$ cat config.mk
export PLATFORM = sky130hd
export DESIGN_NAME = rpe_div
export DESIGN_NICKNAME = d
export VERILOG_FILES = /design/src/rtl/core/assert_macros.svh /design/src/rtl/core/rpe_pkg.sv /design/src/rtl/core/rpe_div.sv
export SDC_FILE = /design/constraint.sdc
export NUM_CORES = 1
export LEC_CHECK = 0
export ABC_CLOCK_PERIOD_IN_PS = 7600
export BUFFER_PORTS_ARGS = -buffer_cell sky130_fd_sc_hd__buf_2
export CAP_MARGIN = 15
export CORE_MARGIN = 2
export CORE_UTILIZATION = 32
export CTS_CLUSTER_DIAMETER = 40
export CTS_CLUSTER_SIZE = 10
export DETAILED_ROUTE_END_ITERATION = 10
export GPL_ROUTABILITY_DRIVEN = 0
export PLACE_DENSITY = 0.57
export SLEW_MARGIN = 15
export SYNTH_ARGS = -nofsm -noshare
export SYNTH_HDL_FRONTEND = slang
export SYNTH_SLANG_ARGS = --single-unit
$ cat constraint.sdc
create_clock -name clk -period 7.6 [get_ports clk]
set_clock_uncertainty 0.05 [all_clocks]
set_input_delay 0.76 -clock clk [delete_from_list [all_inputs] [get_ports clk]]
set_output_delay 0.76 -clock clk [all_outputs]
set_load 0.05 [all_outputs]
$ cat src/rtl/core/assert_macros.svh
// Assertion macros for the rectangle placement engine RTL.
// No dependencies; compiled out when SYNTHESIS is defined.
`ifndef ASSERT_MACROS_SVH
`define ASSERT_MACROS_SVH
`ifndef SYNTHESIS
`define RPE_ASSERT_ALWAYS(lbl, clk, rstn, expr) \
  lbl: assert property (@(posedge clk) disable iff (!rstn) (expr)) else $error("check failed");
`define RPE_ASSERT_NEXT(lbl, clk, rstn, ante, cons) \
  lbl: assert property (@(posedge clk) disable iff (!rstn) (ante) |=> (cons)) else $error("check failed");
`else
`define RPE_ASSERT_ALWAYS(lbl, clk, rstn, expr)
`define RPE_ASSERT_NEXT(lbl, clk, rstn, ante, cons)
`endif
`endif

$ cat src/rtl/core/rpe_pkg.sv
// Shared types, codes and helper functions for the rectangle placement engine.
// No dependencies.
package rpe_pkg;

  localparam int DEF_MAX_TYPES = 16;
  localparam int DEF_MAX_SPOTS = 64;
  localparam int DEF_MAX_PARTS = 256;

  localparam int COORD_BITS = 16;
  localparam int WIDE_BITS  = COORD_BITS + 3;
  localparam int FAIL_BITS  = 9;
  localparam int FIT_BITS   = 32;
  localparam int AREA_BITS  = 32;
  localparam int DVS_BITS   = 2 * COORD_BITS;
  localparam int DVD_BITS   = AREA_BITS + 16;
  localparam int DIV_CNT_BITS = $clog2(DVD_BITS + 1);

  localparam logic [FAIL_BITS-1:0] FAIL_MAX = '1;
  localparam logic [FIT_BITS-1:0]  FIT_SAT  = 32'h7FFF_FFFF;
  localparam logic [COORD_BITS-1:0] RESET_SHEET = COORD_BITS'(1000);

  typedef logic [COORD_BITS-1:0] coord_t;
  typedef logic signed [WIDE_BITS-1:0] wide_t;

  localparam wide_t COORD_MAX_W = wide_t'((64'd1 << COORD_BITS) - 64'd1);

  typedef struct packed {
    coord_t x;
    coord_t y;
    coord_t mx;
    coord_t my;
  } spot_t;

  typedef struct packed {
    coord_t x;
    coord_t y;
    coord_t w;
    coord_t h;
  } part_t;

  typedef struct packed {
    coord_t w;
    coord_t h;
  } type_ent_t;

  typedef enum logic [1:0] {
    OP_WRITE_TYPE = 2'd0,
    OP_BEGIN      = 2'd1,
    OP_PLACE      = 2'd2,
    OP_FINISH     = 2'd3
  } op_t;

  localparam logic [2:0] CFG_SHEET_W    = 3'd0;
  localparam logic [2:0] CFG_SHEET_H    = 3'd1;
  localparam logic [2:0] CFG_PACK_MODE  = 3'd2;
  localparam logic [2:0] CFG_TYPE_COUNT = 3'd3;
  localparam logic [2:0] CFG_AREA_TOTAL = 3'd4;

  localparam logic [2:0] MODE_ROWS   = 3'd0;
  localparam logic [2:0] MODE_COLS   = 3'd1;
  localparam logic [2:0] MODE_DIAG   = 3'd2;
  localparam logic [2:0] MODE_SQUARE = 3'd3;
  localparam logic [2:0] MODE_CORNER_UNSORTED = 3'd5;

  typedef enum logic [4:0] {
    ST_INIT, ST_IDLE, ST_RESP,
    ST_P_TYPE, ST_P_SCAN_RD, ST_P_SCAN_CHK, ST_P_SHIFT_RD, ST_P_SHIFT_WR,
    ST_P_UPD, ST_P_PUSH,
    ST_C_RD, ST_C_LD, ST_C_PRD, ST_C_PAPPLY, ST_C_TRD, ST_C_TCHK, ST_C_WR,
    ST_S_IRD, ST_S_ILD, ST_S_KRD, ST_S_KCMP, ST_S_PUT,
    ST_F_MUL, ST_F_SUB, ST_F_DIV
  } state_t;

  typedef struct packed {
    logic                start;
    logic [DVD_BITS-1:0] dividend;
    logic [DVS_BITS-1:0] divisor;
  } div_req_t;

  typedef struct packed {
    logic                done;
    logic [DVD_BITS-1:0] quotient;
  } div_rsp_t;

  function automatic wide_t wz(input coord_t c);
    return signed'({3'b000, c});
  endfunction

  function automatic coord_t clampc(input wide_t v);
    coord_t r;
    if (v < 0) r = '0;
    else if (v > COORD_MAX_W) r = '1;
    else r = v[COORD_BITS-1:0];
    return r;
  endfunction

  function automatic logic tracks_corner(input logic [2:0] mode);
    return (mode == MODE_DIAG) || (mode == MODE_CORNER_UNSORTED);
  endfunction

  // One clipping step of a spot against a placed part.
  function automatic spot_t spot_clip(input spot_t s, input part_t d);
    spot_t r;
    logic [COORD_BITS:0] ye, xe;
    logic in_x, in_y;
    r    = s;
    ye   = {1'b0, d.y} + {1'b0, d.h};
    xe   = {1'b0, d.x} + {1'b0, d.w};
    in_y = (s.y >= d.y) && ({1'b0, s.y} < ye);
    in_x = (s.x >= d.x) && ({1'b0, s.x} < xe);
    if ((s.x <= d.x) && in_y && ((d.x - s.x) < r.mx)) r.mx = d.x - s.x;
    if ((s.y <= d.y) && in_x && ((d.y - s.y) < r.my)) r.my = d.y - s.y;
    if (in_x && in_y) begin
      r.mx = '0;
      r.my = '0;
    end
    return r;
  endfunction

  function automatic logic type_fits(input spot_t s, input type_ent_t t);
    return ((s.mx >= t.w) && (s.my >= t.h)) || ((s.mx >= t.h) && (s.my >= t.w));
  endfunction

  function automatic logic spot_less(input spot_t a, input spot_t b, input logic [2:0] mode);
    logic   rows;
    logic   r;
    coord_t ka, kb;
    rows = (a.y != b.y) ? (a.y < b.y) : (a.x < b.x);
    ka   = '0;
    kb   = '0;
    unique case (mode)
      MODE_ROWS: r = rows;
      MODE_COLS: r = (a.x != b.x) ? (a.x < b.x) : (a.y < b.y);
      MODE_DIAG: begin
        ka = (a.x < a.y) ? a.x : a.y;
        kb = (b.x < b.y) ? b.x : b.y;
        r  = (ka != kb) ? (ka < kb) : rows;
      end
      MODE_SQUARE: begin
        ka = (a.x > a.y) ? a.x : a.y;
        kb = (b.x > b.y) ? b.x : b.y;
        r  = (ka != kb) ? (ka < kb) : rows;
      end
      default: r = 1'b0;
    endcase
    return r;
  endfunction

endpackage

$ cat src/rtl/core/rpe_div.sv
// Restoring divider, one quotient bit per cycle, for the fitness quotient.
// Depends on rpe_pkg.
module rpe_div (
  input  logic              clk,
  input  logic              rst_n,
  input  rpe_pkg::div_req_t req,
  output rpe_pkg::div_rsp_t rsp
);

  logic                                busy_r, busy_nxt;
  logic                                done_r, done_nxt;
  logic [rpe_pkg::DIV_CNT_BITS-1:0]    cnt_r, cnt_nxt;
  logic [rpe_pkg::DVD_BITS-1:0]        quo_r, quo_nxt;
  logic [rpe_pkg::DVS_BITS-1:0]        rem_r, rem_nxt;
  logic [rpe_pkg::DVS_BITS-1:0]        dvs_r, dvs_nxt;
  logic [rpe_pkg::DVS_BITS:0]          trial;

  always_comb begin
    busy_nxt = busy_r;
    done_nxt = 1'b0;
    cnt_nxt  = cnt_r;
    quo_nxt  = quo_r;
    rem_nxt  = rem_r;
    dvs_nxt  = dvs_r;
    trial    = {rem_r, quo_r[rpe_pkg::DVD_BITS-1]};
    if (req.start) begin
      busy_nxt = 1'b1;
      cnt_nxt  = rpe_pkg::DIV_CNT_BITS'(rpe_pkg::DVD_BITS);
      quo_nxt  = req.dividend;
      rem_nxt  = '0;
      dvs_nxt  = req.divisor;
    end else if (busy_r) begin
      if (trial >= {1'b0, dvs_r}) begin
        rem_nxt = rpe_pkg::DVS_BITS'(trial - {1'b0, dvs_r});
        quo_nxt = {quo_r[rpe_pkg::DVD_BITS-2:0], 1'b1};
      end else begin
        rem_nxt = trial[rpe_pkg::DVS_BITS-1:0];
        quo_nxt = {quo_r[rpe_pkg::DVD_BITS-2:0], 1'b0};
      end
      cnt_nxt = cnt_r - rpe_pkg::DIV_CNT_BITS'(1);
      if (cnt_r == rpe_pkg::DIV_CNT_BITS'(1)) begin
        busy_nxt = 1'b0;
        done_nxt = 1'b1;
      end
    end
  end

  always_ff @(posedge clk) begin
    if (!rst_n) begin
      busy_r <= 1'b0;
      done_r <= 1'b0;
      cnt_r  <= '0;
    end else begin
      busy_r <= busy_nxt;
      done_r <= done_nxt;
      cnt_r  <= cnt_nxt;
    end
  end

  always_ff @(posedge clk) begin
    quo_r <= quo_nxt;
    rem_r <= rem_nxt;
    dvs_r <= dvs_nxt;
  end

  assign rsp.done     = done_r;
  assign rsp.quotient = quo_r;

endmodule

==> run_results.csv, run 1 <==
group,metric,value,unit
outcome,status,"completed",
timing,fmaxAchievable,295.5,MHz
finish,drive_gt1_share,30.32,%
clocking,root_buffer,"clkbuf_16",
setup_path,crit_chain,"inv_1 > ha_1 > a21oi_4 > nand2_1 > or2_4 > a211oi_2 > o21ai_2 > o21ai_2 > o211a_1 > nor2_4 > buf_4 > nor4b_1 > a311o_1",
synthesis,syn_area_per_cell,10.82,µm²
setup_path,reg2reg_setup_slack,4.22,ns
floorplan,rows,52,
clocking,cts_tree,"done",
power,ir_drop,164.5,µV
setup_path,cp_max_fo,42,
timing,relSlewSlack,49.51,%
setup_path,critical_path_class,"flop to flop",
floorplan,io-pin-count,132,
synthesis,synth_cell_type_count,61,
synthesis,yosysWarnings,0,
setup_path,endpoint_kind,"flop",
timing,finalHoldWorstSlack,0.4460,ns
timing,finalMaxSlewViolations,0,
routing,first_pass_iters,5,
floorplan,fp.dieH,147.8,µm
setup_path,cpLargestDelayFamily,"compound AO/OA/AOI/OAI gates",
setup_path,crit_top_cell,"o21ai_2",
min_path,hp-class,"flop to flop",
setup_path,r2r-start,"dvs_r[4]$_DFFE_PP_",
setup_path,crit_slowest_cell,"o211a_1",
synthesis,async_flop_share,0,%
synthesis,syn_nets,730,
routing,wl,15.52,mm
clocking,clk_pin_slew,0.06,ns
routing,vias,4965,
timing,worst_pin_slew,0.7565,ns
finish,fin_nets,857,
setup_path,cpPeakStageDelay,0.40,ns
routing,drt-vias-per-instance,4.858,
timing,setup_viol,0,
synthesis,synthAdderAreaFrac,6.728,%
setup_path,r2r_cells,13,
setup_path,setup.worst_path.start,"dvs_r[4]$_DFFE_PP_",
timing,hold_viol_final,0,
flow_run,maxCapViolCount,0,
synthesis,netlist_area,6620,µm²
finish,area_growth,22.17,%
synthesis,synth_area_leaders,"edfxtp_1 36%, dfxtp_1 12%, mux2_2 8.0%",
synthesis,ys_top_cells_by_count,"80 x edfxtp_1, 49 x nand2_1, 47 x mux2_2",
synthesis,synth-simple-area-share,10.98,%
synthesis,synth_edf_count,80,
floorplan,initial_core_util,32.61,%
routing,post_drt_wl_per_cell,15.19,µm
setup_path,reg2reg_to,"rem_r[1]$_SDFFE_PP0P_",
clocking,cts_inserted_buffers,17,
grt,grt.overflow.total,0,
setup_path,worstSetupPathDepth,13,
power,powerDensity,248.4,nW/µm²
routing,drt_first_iter_violations,316,
synthesis,yosysSeqAreaShare,48.38,%
synthesis,yosysMostFrequentCell,"edfxtp_1",
grt,grt_max_degree,61,
synthesis,synth-compound-area-share,14.74,%
grt,antenna_found_initial,0,
synthesis,yosys.area_share.xor_xnor,3.969,%
power,leakage,3.441,nW
synthesis,synth_top_area_share,36.29,%
synthesis,ys_ff_latch,120,
grt,grt_first_pass_wirelength,25.54,mm
floorplan,dieWidth,147.8,µm
clocking,insertion_delay,0.42,ns
floorplan,dieArea,21850,µm²
floorplan,core_region_area,20300,µm²
timing,layout_min_cycle_time,3.385,ns
clocking,post_cts_buffers,0,
routing,remaining_drc_errors,0,
routing,final_antenna_net_count,0,
timing,tns,0,ns
clocking,cts_resized,0,
timing,rsz0062_at_grt,"no",
synthesis,synth_top_family_by_area,"compound AO/OA/AOI/OAI gates",
clocking,cts_hold_buf,0,
setup_path,cp_data_arrival_time,3.64,ns
setup_path,cp-start-kind,"flop",
setup_path,crit_buf_inv,2,
synthesis,yosys_most_used_dff,"edfxtp_1",
setup_path,crit_end,"rem_r[1]$_SDFFE_PP0P_",
finish,antenna_cells,0,
clocking,clkSinkCount,120,
place,port_buffers,131,
timing,min_period_over_period,44.53,%
synthesis,synth_top_cell_by_area,"edfxtp_1",
clocking,cts.path.max_buffers,2,
clocking,h-tree-depth,4,
finish,n_fill_cell,2056,
grt,grt_usage,14.79,%
synthesis,yosys-mux-area-fraction,10.34,%
setup_path,required,7.86,ns
grt,grt_pass1_vias,5098,
synthesis,syn-instance-count,612,
place,dp_hpwl,10.80,mm
-- tightest hold or removal path, stage by stage (launching register included) --
cell and delay (ns):
dfxtp_1 0.33, nand2_1 0.06, a21oi_1 0.06
-- state kept, by name, indices dropped and copies added, names as in the netlist --
register / count
quo_r: 48
dvs_r: 32
rem_r: 32
cnt_r: 6
busy_r: 1
done_r: 1
-- final cells by class --
cell class	instances	area, µm²	share of cell area (%)
tap	270	337.8	4.177
clock inverter	15	155.1	1.918
sequential	120	3203	39.60
multi-input combinational	418	3098	38.30
clock buffer	17	425.4	5.260
timing repair buffer	136	695.7	8.601
inverter	46	172.7	2.135
-- per-stage QoR --
stage / setup slack [ns] / total power, mW / instances / utilization, % / cell area [µm²]
after global routing: 3.952 / 2.106 / 1022 / 39.84 / 8088
final: 4.215 / 2.009 / 1022 / 39.84 / 8088
after CTS: 4.171 / 2.031 / 1022 / 39.83 / 8085
after detailed placement: 4.173 / 1.216 / 990 / 36.97 / 7505
after global placement: 4.297 / 1.215 / 990 / 36.97 / 7505
after floorplan: 4.453 / 1.113 / 612 / - / 6620
-- cell families (layout without fill, tap and decap cells) --
group	count (synthesis)	in the layout
AOI/OAI and AO/OA	140	140
xor gates and xnor gates	30	30
adders and majority gates	35	35
buffers and inverters	74	214
DFF	120	120
muxes	62	62
and+or+nand+nor	151	151
-- layer usage --
| layer | up-vias | GRT usage, % | part of all wire (%) | routed length [µm] |
|---|---|---|---|---|
| met3 | 14 | 4.537 | 4.6 | 710 |
| li1 | 2509 | - | - | - |
| met1 | 2334 | 18.75 | 47 | 7304 |
| met2 | 108 | 24.05 | 47 | 7281 |
| met4 | 0 | 5.048 | 1.5 | 226 |
| met5 | - | 0 | 0 | 0 |
-- report_power, final --
group	switching, mW	internal (mW)
clock network	0.342	0.464
logic	0.268	0.147
registers	0.0274	0.760
total	0.637	1.37
-- worst min path at each step --
stage	cells past startpoint	to	from	slack, ns
finish	2	rem_r[13]$_SDFFE_PP0P_	rem_r[13]$_SDFFE_PP0P_	0.45
global route	1	dvs_r[19]$_DFFE_PP_	req[19]	0.44
CTS	1	dvs_r[15]$_DFFE_PP_	req[15]	0.44
detailed placement	2	rem_r[13]$_SDFFE_PP0P_	rem_r[13]$_SDFFE_PP0P_	0.43
global placement	2	cnt_r[1]$_SDFFE_PP0P_	cnt_r[1]$_SDFFE_PP0P_	0.43
floorplan	2	rem_r[25]$_SDFFE_PP0P_	rem_r[25]$_SDFFE_PP0P_	0.41
-- cells in the final DEF (no fill, tap or decap), drive strengths merged, types with 7 or more instances in the layout --
cell,synthesis,final
mux2,48,48
inv,46,56
nor2,43,43
edfxtp,80,80
clkbuf,20,17
o21ai,24,24
ha,34,34
xor2,10,10
a21oi,28,28
nor3,7,7
buf,8,136
nand2,49,49
mux2i,14,14
dfxtp,40,40
a211oi,18,18
xnor2,20,20
a21o,22,22
nand3,16,16
o211ai,12,12
Note: power is estimated with default switching activity, not from simulation.
==> inputs of run 2 (changes only) <==
--- a/config.mk
+++ b/config.mk
@@ -5,7 +5,7 @@
 export SDC_FILE = /design/constraint.sdc
 export NUM_CORES = 1
 export LEC_CHECK = 0
-export ABC_CLOCK_PERIOD_IN_PS = 7600
+export ABC_CLOCK_PERIOD_IN_PS = 3000
 export BUFFER_PORTS_ARGS = -buffer_cell sky130_fd_sc_hd__buf_2
 export CAP_MARGIN = 15
 export CORE_MARGIN = 2
@@ -14,7 +14,7 @@
 export CTS_CLUSTER_SIZE = 10
 export DETAILED_ROUTE_END_ITERATION = 10
 export GPL_ROUTABILITY_DRIVEN = 0
-export PLACE_DENSITY = 0.57
+export PLACE_DENSITY = 0.59
 export SLEW_MARGIN = 15
 export SYNTH_ARGS = -nofsm -noshare
 export SYNTH_HDL_FRONTEND = slang
==> constraint.sdc (replaced) <==
create_clock -name clk -period 3 [get_ports clk]
set_clock_uncertainty 0.05 [all_clocks]
set_input_delay 0.3 -clock clk [delete_from_list [all_inputs] [get_ports clk]]
set_output_delay 0.3 -clock clk [all_outputs]
set_load 0.05 [all_outputs]
==> run 2 against run 1 <==
  * Non-clock buffer count increased by 56
  * Die area unchanged
  * Final area increased by 8.0%
  * Total power increased to 2.6 times the previous value
  * Clock-buffer cell count unchanged
  * Register-to-register slack got worse by 4.1 ns
  * Fmax increased by 17%
  * Sequential power increased to 2.5 times the previous value
  * Clock power increased by 140%
  * Final cell count increased by 5.5%
  * Sequential cell count unchanged
  * First-iteration DRC count decreased by 9.8%
==> run_results.csv, run 2 (synthesis gave the netlist of run 1 again) <==
group,metric,value,unit
outcome,status,"completed",
setup_path,endpoint_kind,"flop",
finish,drive_gt1_share,33.17,%
power,powerDensity,587.3,nW/µm²
routing,final_antenna_net_count,0,
timing,relSlewSlack,55.02,%
setup_path,setup.worst_path.start,"quo_r[47]$_DFFE_PP_",
setup_path,cp_data_arrival_time,3.17,ns
setup_path,cp-start-kind,"flop",
timing,finalHoldWorstSlack,0.02493,ns
clocking,clkSinkCount,120,
setup_path,r2r-start,"quo_r[47]$_DFFE_PP_",
place,dpl-instance-area,7696,µm²
finish,layout_common_cells,"130 x buf_2, 80 x edfxtp_1, 49 x nand2_1",
place,dp.cells,1010,
grt,grt_usage,15.12,%
clocking,h-tree-depth,4,
clocking,root_buffer,"clkbuf_16",
min_path,hold_start,"req[2]",
floorplan,fp.dieH,147.8,µm
timing,worst_slack,0.09592,ns
grt,grt_pass1_vias,5158,
timing,layout_min_cycle_time,2.904,ns
grt,grt_max_degree,58,
timing,rsz0062_at_grt,"yes",
finish,fin_nets,913,
clocking,clk_pin_slew,0.06,ns
finish,area_growth,31.94,%
finish,top_regs,"quo_r x48, dvs_r x32, rem_r x32",
timing,worst_pin_slew,0.6723,ns
place,post-place-ws,0.002423,ns
setup_path,cpPeakStageDelay,0.39,ns
finish,fin_cells,1078,
floorplan,initial_core_util,32.61,%
clocking,cts_tree,"done",
timing,hold_viol_final,0,
setup_path,crit_slowest_cell,"edfxtp_1",
flow_run,maxCapViolCount,0,
place,port_buffers,131,
routing,first_pass_iters,4,
grt,grt_first_pass_wirelength,26.12,mm
floorplan,dieWidth,147.8,µm
floorplan,rows,52,
setup_path,required,3.27,ns
finish,antenna_cells,0,
clocking,cts_inserted_buffers,17,
grt,grt.overflow.total,0,
power,leakage,3.708,nW
timing,fmaxAchievable,344.3,MHz
finish,final_common_cell,"buf_2",
finish,n_fill_cell,1963,
timing,setup_viol,0,
timing,finalMaxSlewViolations,0,
routing,wl,16.56,mm
clocking,insertion_delay,0.42,ns
floorplan,dieArea,21850,µm²
floorplan,io-pin-count,132,
setup_path,crit_chain,"inv_2 > ha_4 > fa_2 > nor2b_2 > o211ai_1 > a31o_1 > o211ai_1 > o311a_1 > o21a_1 > a221o_1 > a21oi_2 > xnor2_1 > a31o_1",
setup_path,cp_max_fo,3,
routing,drt_first_iter_violations,285,
setup_path,critical_path_class,"flop to flop",
place,dp_hpwl,11.65,mm
routing,remaining_drc_errors,0,
routing,drt-vias-per-instance,4.797,
clocking,cts.path.max_buffers,2,
grt,antenna_found_initial,0,
finish,largest_reg_flops,48,
power,ir_drop,416.1,µV
routing,post_drt_wl_per_cell,15.36,µm
floorplan,core_region_area,20300,µm²
timing,tns,0,ns
timing,min_period_over_period,96.80,%
min_path,hp-class,"primary input to flop",
finish,largest-register,"quo_r",
routing,vias,5171,
finish,fin_area,8735,µm²
[run 2: cell types whose count changed in the layout (fill, tap and decap cells not counted), moves of 3 or more]
cell,before,now
buf_12,0,3
buf_4,6,28
dlygate4sd3_1,0,28
ha_1,34,31
ha_4,0,3
inv_8,4,1
[run 2: where the power goes]
| part | leakage (nW) | switching, mW | internal (mW) |
|---|---|---|---|
| logic | 2.31 | 0.716 | 0.450 |
| clock network | 0.272 | 0.813 | 1.15 |
| registers | 1.12 | 0.0712 | 1.93 |
[run 2: per-layer routing]
metal,up-vias,global-route usage [%],routed length (µm),share of wire [%]
met2,98,24.53,7925,48
met4,0,6.667,448,2.7
met1,2433,19.36,7678,46
met5,-,0,0,0
li1,2614,-,-,-
met3,26,3.426,503,3.0
[run 2: what timing repair did]
| action | in CTS | in global routing |
|---|---|---|
| pin swaps | 2 | 21 |
| gates resized for setup | 0 | 18 |
| buffers inserted | 0 | 6 |
| endpoints found under the hold margin | 28 | 0 |
| endpoints found under the setup margin | 1 | 22 |
| gates cloned | 0 | 2 |
| hold buffers | 28 | 0 |
[run 2: cell type report]
class	instances	area, µm²	area share [%]
multi-input combinational	418	3186	36.47
clock inverter	15	142.6	1.633
timing repair buffer	192	1266	14.50
inverter	46	172.7	1.977
tap	270	337.8	3.868
clock buffer	17	425.4	4.870
sequential	120	3204	36.69
[run 2: path summary, 6_finish.rpt]
| path | slack [ns] | depth (start not counted) | endpoint |
|---|---|---|---|
| min | 0.02 | 1 | dvs_r[2]$_DFFE_PP_ |
| max reg2reg | 0.1 | 13 | rem_r[30]$_SDFFE_PP0P_ |
| min reg2reg | 0.44 | 2 | rem_r[25]$_SDFFE_PP0P_ |
| max | 0.1 | 13 | rem_r[30]$_SDFFE_PP0P_ |
[run 2: worst max-delay path: cells and delay by family, from the launching register on]
family,cells,cell delay (ns)
AND/OR/NAND/NOR,1,0.05
flip-flops,1,0.39
adder cells (fa/ha/maj),2,0.36
AO/OA/AOI/OAI,8,1.78
XOR/XNOR,1,0.08
buffers and inverters,1,0.09
[run 2: per-stage QoR]
| stage | utilization (%) | power, mW |
|---|---|---|
| global route | 43.03 | 5.375 |
| CTS | 42.09 | 5.158 |
| global placement | 37.91 | 3.123 |
| finish | 43.03 | 5.130 |
| floorplan | - | 2.819 |
| detailed placement | 37.91 | 3.127 |
==> inputs of run 3 (changes only) <==
--- a/config.mk
+++ b/config.mk
@@ -15,6 +15,7 @@
 export DETAILED_ROUTE_END_ITERATION = 10
 export GPL_ROUTABILITY_DRIVEN = 0
 export PLACE_DENSITY = 0.59
+export SETUP_SLACK_MARGIN = 0.4
 export SLEW_MARGIN = 15
 export SYNTH_ARGS = -nofsm -noshare
 export SYNTH_HDL_FRONTEND = slang
==> run 3 against run 2 <==
  * Sequential cell count stayed put
  * Combinational power is 9% higher
  * Register-to-register slack worse by 0.09 ns
  * Routed wire length is 2.4% higher
  * Die area stayed put
  * Fmax is 3.1% lower
  * Total power is 1.9% higher
  * Clock-buffer cell count stayed put
  * Final cell count is 2.3% higher
  * Non-clock buffer count is 24 higher
  * First-iteration DRC count is 44% lower
  * Global-route usage is 0.57 points higher
  * Critical endpoint unchanged
  * Largest power group unchanged
  * Highest routed layer unchanged
==> run_results.csv, run 3 (synthesis gave the netlist of run 1 again) <==
group,metric,value,unit
outcome,status,"completed",
clocking,cts_tree,"done",
floorplan,initial_core_util,32.61,%
clocking,clk_pin_slew,0.06,ns
power,comb_power_share,24.5,%
finish,antenna_cells,0,
timing,finalMaxSlewViolations,0,
timing,layout_min_cycle_time,2.997,ns
power,powerDensity,575.7,nW/µm²
grt,grt_busiest_layer,"met2",
min_path,holdPathEnd,"dvs_r[20]$_DFFE_PP_",
power,power.internal,3.539,mW
timing,hold_viol_final,0,
finish,n_fill_cell,1975,
power,seq_power_share,38.2,%
place,dp.cells,1011,
min_path,hold_start,"req[20]",
routing,remaining_drc_errors,0,
power,p_clk_share,37.4,%
setup_path,cp_data_arrival_time,3.26,ns
grt,grt.met3_usage,3.395,%
finish,largest_reg_flops,48,
clocking,clkSinkCount,120,
power,leakage,3.838,nW
power,ir_drop,409.8,µV
routing,drt_first_iter_violations,160,
place,dp_hpwl,11.45,mm
finish,layout_common_cells,"130 x buf_2, 80 x edfxtp_1, 49 x nand2_1",
finish,area_growth,37.18,%
floorplan,dieWidth,147.8,µm
routing,wl,16.96,mm
finish,largest-register,"quo_r",
setup_path,cp_max_fo,3,
finish,final_common_cell,"buf_2",
finish,seq_area,3204,µm²
timing,worst_pin_slew,0.8541,ns
clocking,cts_inserted_buffers,17,
setup_path,critical_path_class,"flop to flop",
timing,relSlewSlack,42.58,%
clocking,cts.path.max_buffers,2,
power,power,5.228,mW
finish,drive_gt1_share,38.18,%
finish,fin_area,9081,µm²
power,switching_power,1.689,mW
grt,grt_max_degree,71,
timing,min_period_over_period,99.91,%
routing,drt-vias-per-instance,4.846,
grt,grt_first_pass_wirelength,27.12,mm
clocking,root_buffer,"clkbuf_16",
setup_path,cp-start-kind,"flop",
clocking,h-tree-depth,4,
min_path,hp-class,"primary input to flop",
timing,fmaxAchievable,333.6,MHz
routing,vias,5345,
finish,fin_cells,1103,
floorplan,rows,52,
grt,grt_usage,15.70,%
min_path,min_path_cells,1,
timing,finalHoldWorstSlack,0.01340,ns
timing,worst_slack,0.002627,ns
routing,post_drt_wl_per_cell,15.37,µm
place,post-place-ws,0.007554,ns
floorplan,io-pin-count,132,
clocking,insertion_delay,0.43,ns
place,dpl-instance-area,7704,µm²
grt,grt.met1_usage,20.87,%
finish,top_regs,"quo_r x48, dvs_r x32, rem_r x32",
power,swShare,32.31,%
timing,rsz0062_at_grt,"yes",
finish,multi_input_area,3359,µm²
timing,setup_viol,0,
place,port_buffers,131,
grt,grtUsageMet2,24.98,%
grt,grt.overflow.total,0,
floorplan,core_region_area,20300,µm²
setup_path,endpoint_kind,"flop",
flow_run,maxCapViolCount,0,
routing,first_pass_iters,5,
setup_path,r2r_cells,13,
floorplan,fp.dieH,147.8,µm
routing,final_antenna_net_count,0,
setup_path,reg2reg_to,"rem_r[30]$_SDFFE_PP0P_",
setup_path,required,3.27,ns
setup_path,r2r-start,"quo_r[47]$_DFFE_PP_",
grt,grt_pass1_vias,5268,
grt,antenna_found_initial,0,
floorplan,dieArea,21850,µm²
setup_path,reg2reg_setup_slack,0.003,ns
finish,fin_nets,938,
-- run 3: cell types whose count changed in the layout (fill, tap and decap cells not counted), moves of 3 or more --
cell	change
buf_4	+20
buf_6	+6
ha_1	-4
a21oi_1	-3
a21oi_2	+3
ha_4	+3
-- run 3: area by class of cell --
cell class | instances | share of cell area [%]
well taps | 270 | 3.720
clock inverters | 15 | 1.460
multi-input cells | 419 | 36.99
inverters | 46 | 1.901
repair buffers | 216 | 15.95
clock buffers | 17 | 4.684
flip-flops and latches | 120 | 35.29
-- run 3: power by group through the flow --
stage,clock network [mW],logic (mW),registers (mW)
final,1.95,1.28,2.00
after floorplan,0,0.561,2.26
after CTS,2.00,1.22,2.00
after global placement,0,1.10,2.02
after global routing,2.08,1.38,2.02
after detailed placement,0,1.10,2.03
-- run 3: repair_timing --
item / 4_1_cts / 5_1_grt
hold buffers: 27 / 0
resized for setup: 31 / 28
endpoints found under the hold margin: 27 / 0
pin swaps: 28 / 12
endpoints found under the setup margin: 33 / 33
gates cloned: 3 / 0
setup buffers: 23 / 7
-- run 3: how the worst max path moves through the flow --
stage	start	end
6_report	quo_r[47]$_DFFE_PP_	rem_r[30]$_SDFFE_PP0P_
5_1_grt	quo_r[47]$_DFFE_PP_	rem_r[30]$_SDFFE_PP0P_
3_5_place_dp	quo_r[47]$_DFFE_PP_	rem_r[30]$_SDFFE_PP0P_
4_1_cts	quo_r[47]$_DFFE_PP_	rem_r[30]$_SDFFE_PP0P_
2_1_floorplan	quo_r[47]$_DFFE_PP_	rem_r[30]$_SDFFE_PP0P_
3_3_place_gp	quo_r[47]$_DFFE_PP_	rem_r[30]$_SDFFE_PP0P_
-- run 3: critical path, cell delays in order (launching register included) --
cell and delay (ns):
edfxtp_1 0.40, inv_2 0.09, ha_4 0.14, fa_2 0.24, nor2b_4 0.05, o211ai_1 0.28, a31o_1 0.20, o211ai_1 0.15
o311a_1 0.35, o21a_1 0.23, a221o_1 0.34, a21oi_2 0.13, xnor2_1 0.08, a31o_1 0.17
-- run 3: per-layer routing --
| layer | wire, µm | vias to the layer above |
|---|---|---|
| li1 | - | 2685 |
| met1 | 7899 | 2536 |
| met2 | 8106 | 98 |
| met3 | 517 | 26 |
| met4 | 432 | 0 |
| met5 | 0 | - |
-- run 3: metrics by stage --
stage / utilization [%] / TNS (ns)
final: 44.74 / 0
after CTS: 43.83 / 0
after floorplan: - / -0.2078
after detailed placement: 37.95 / 0
after global routing: 44.74 / -0.2547
after global placement: 37.95 / 0
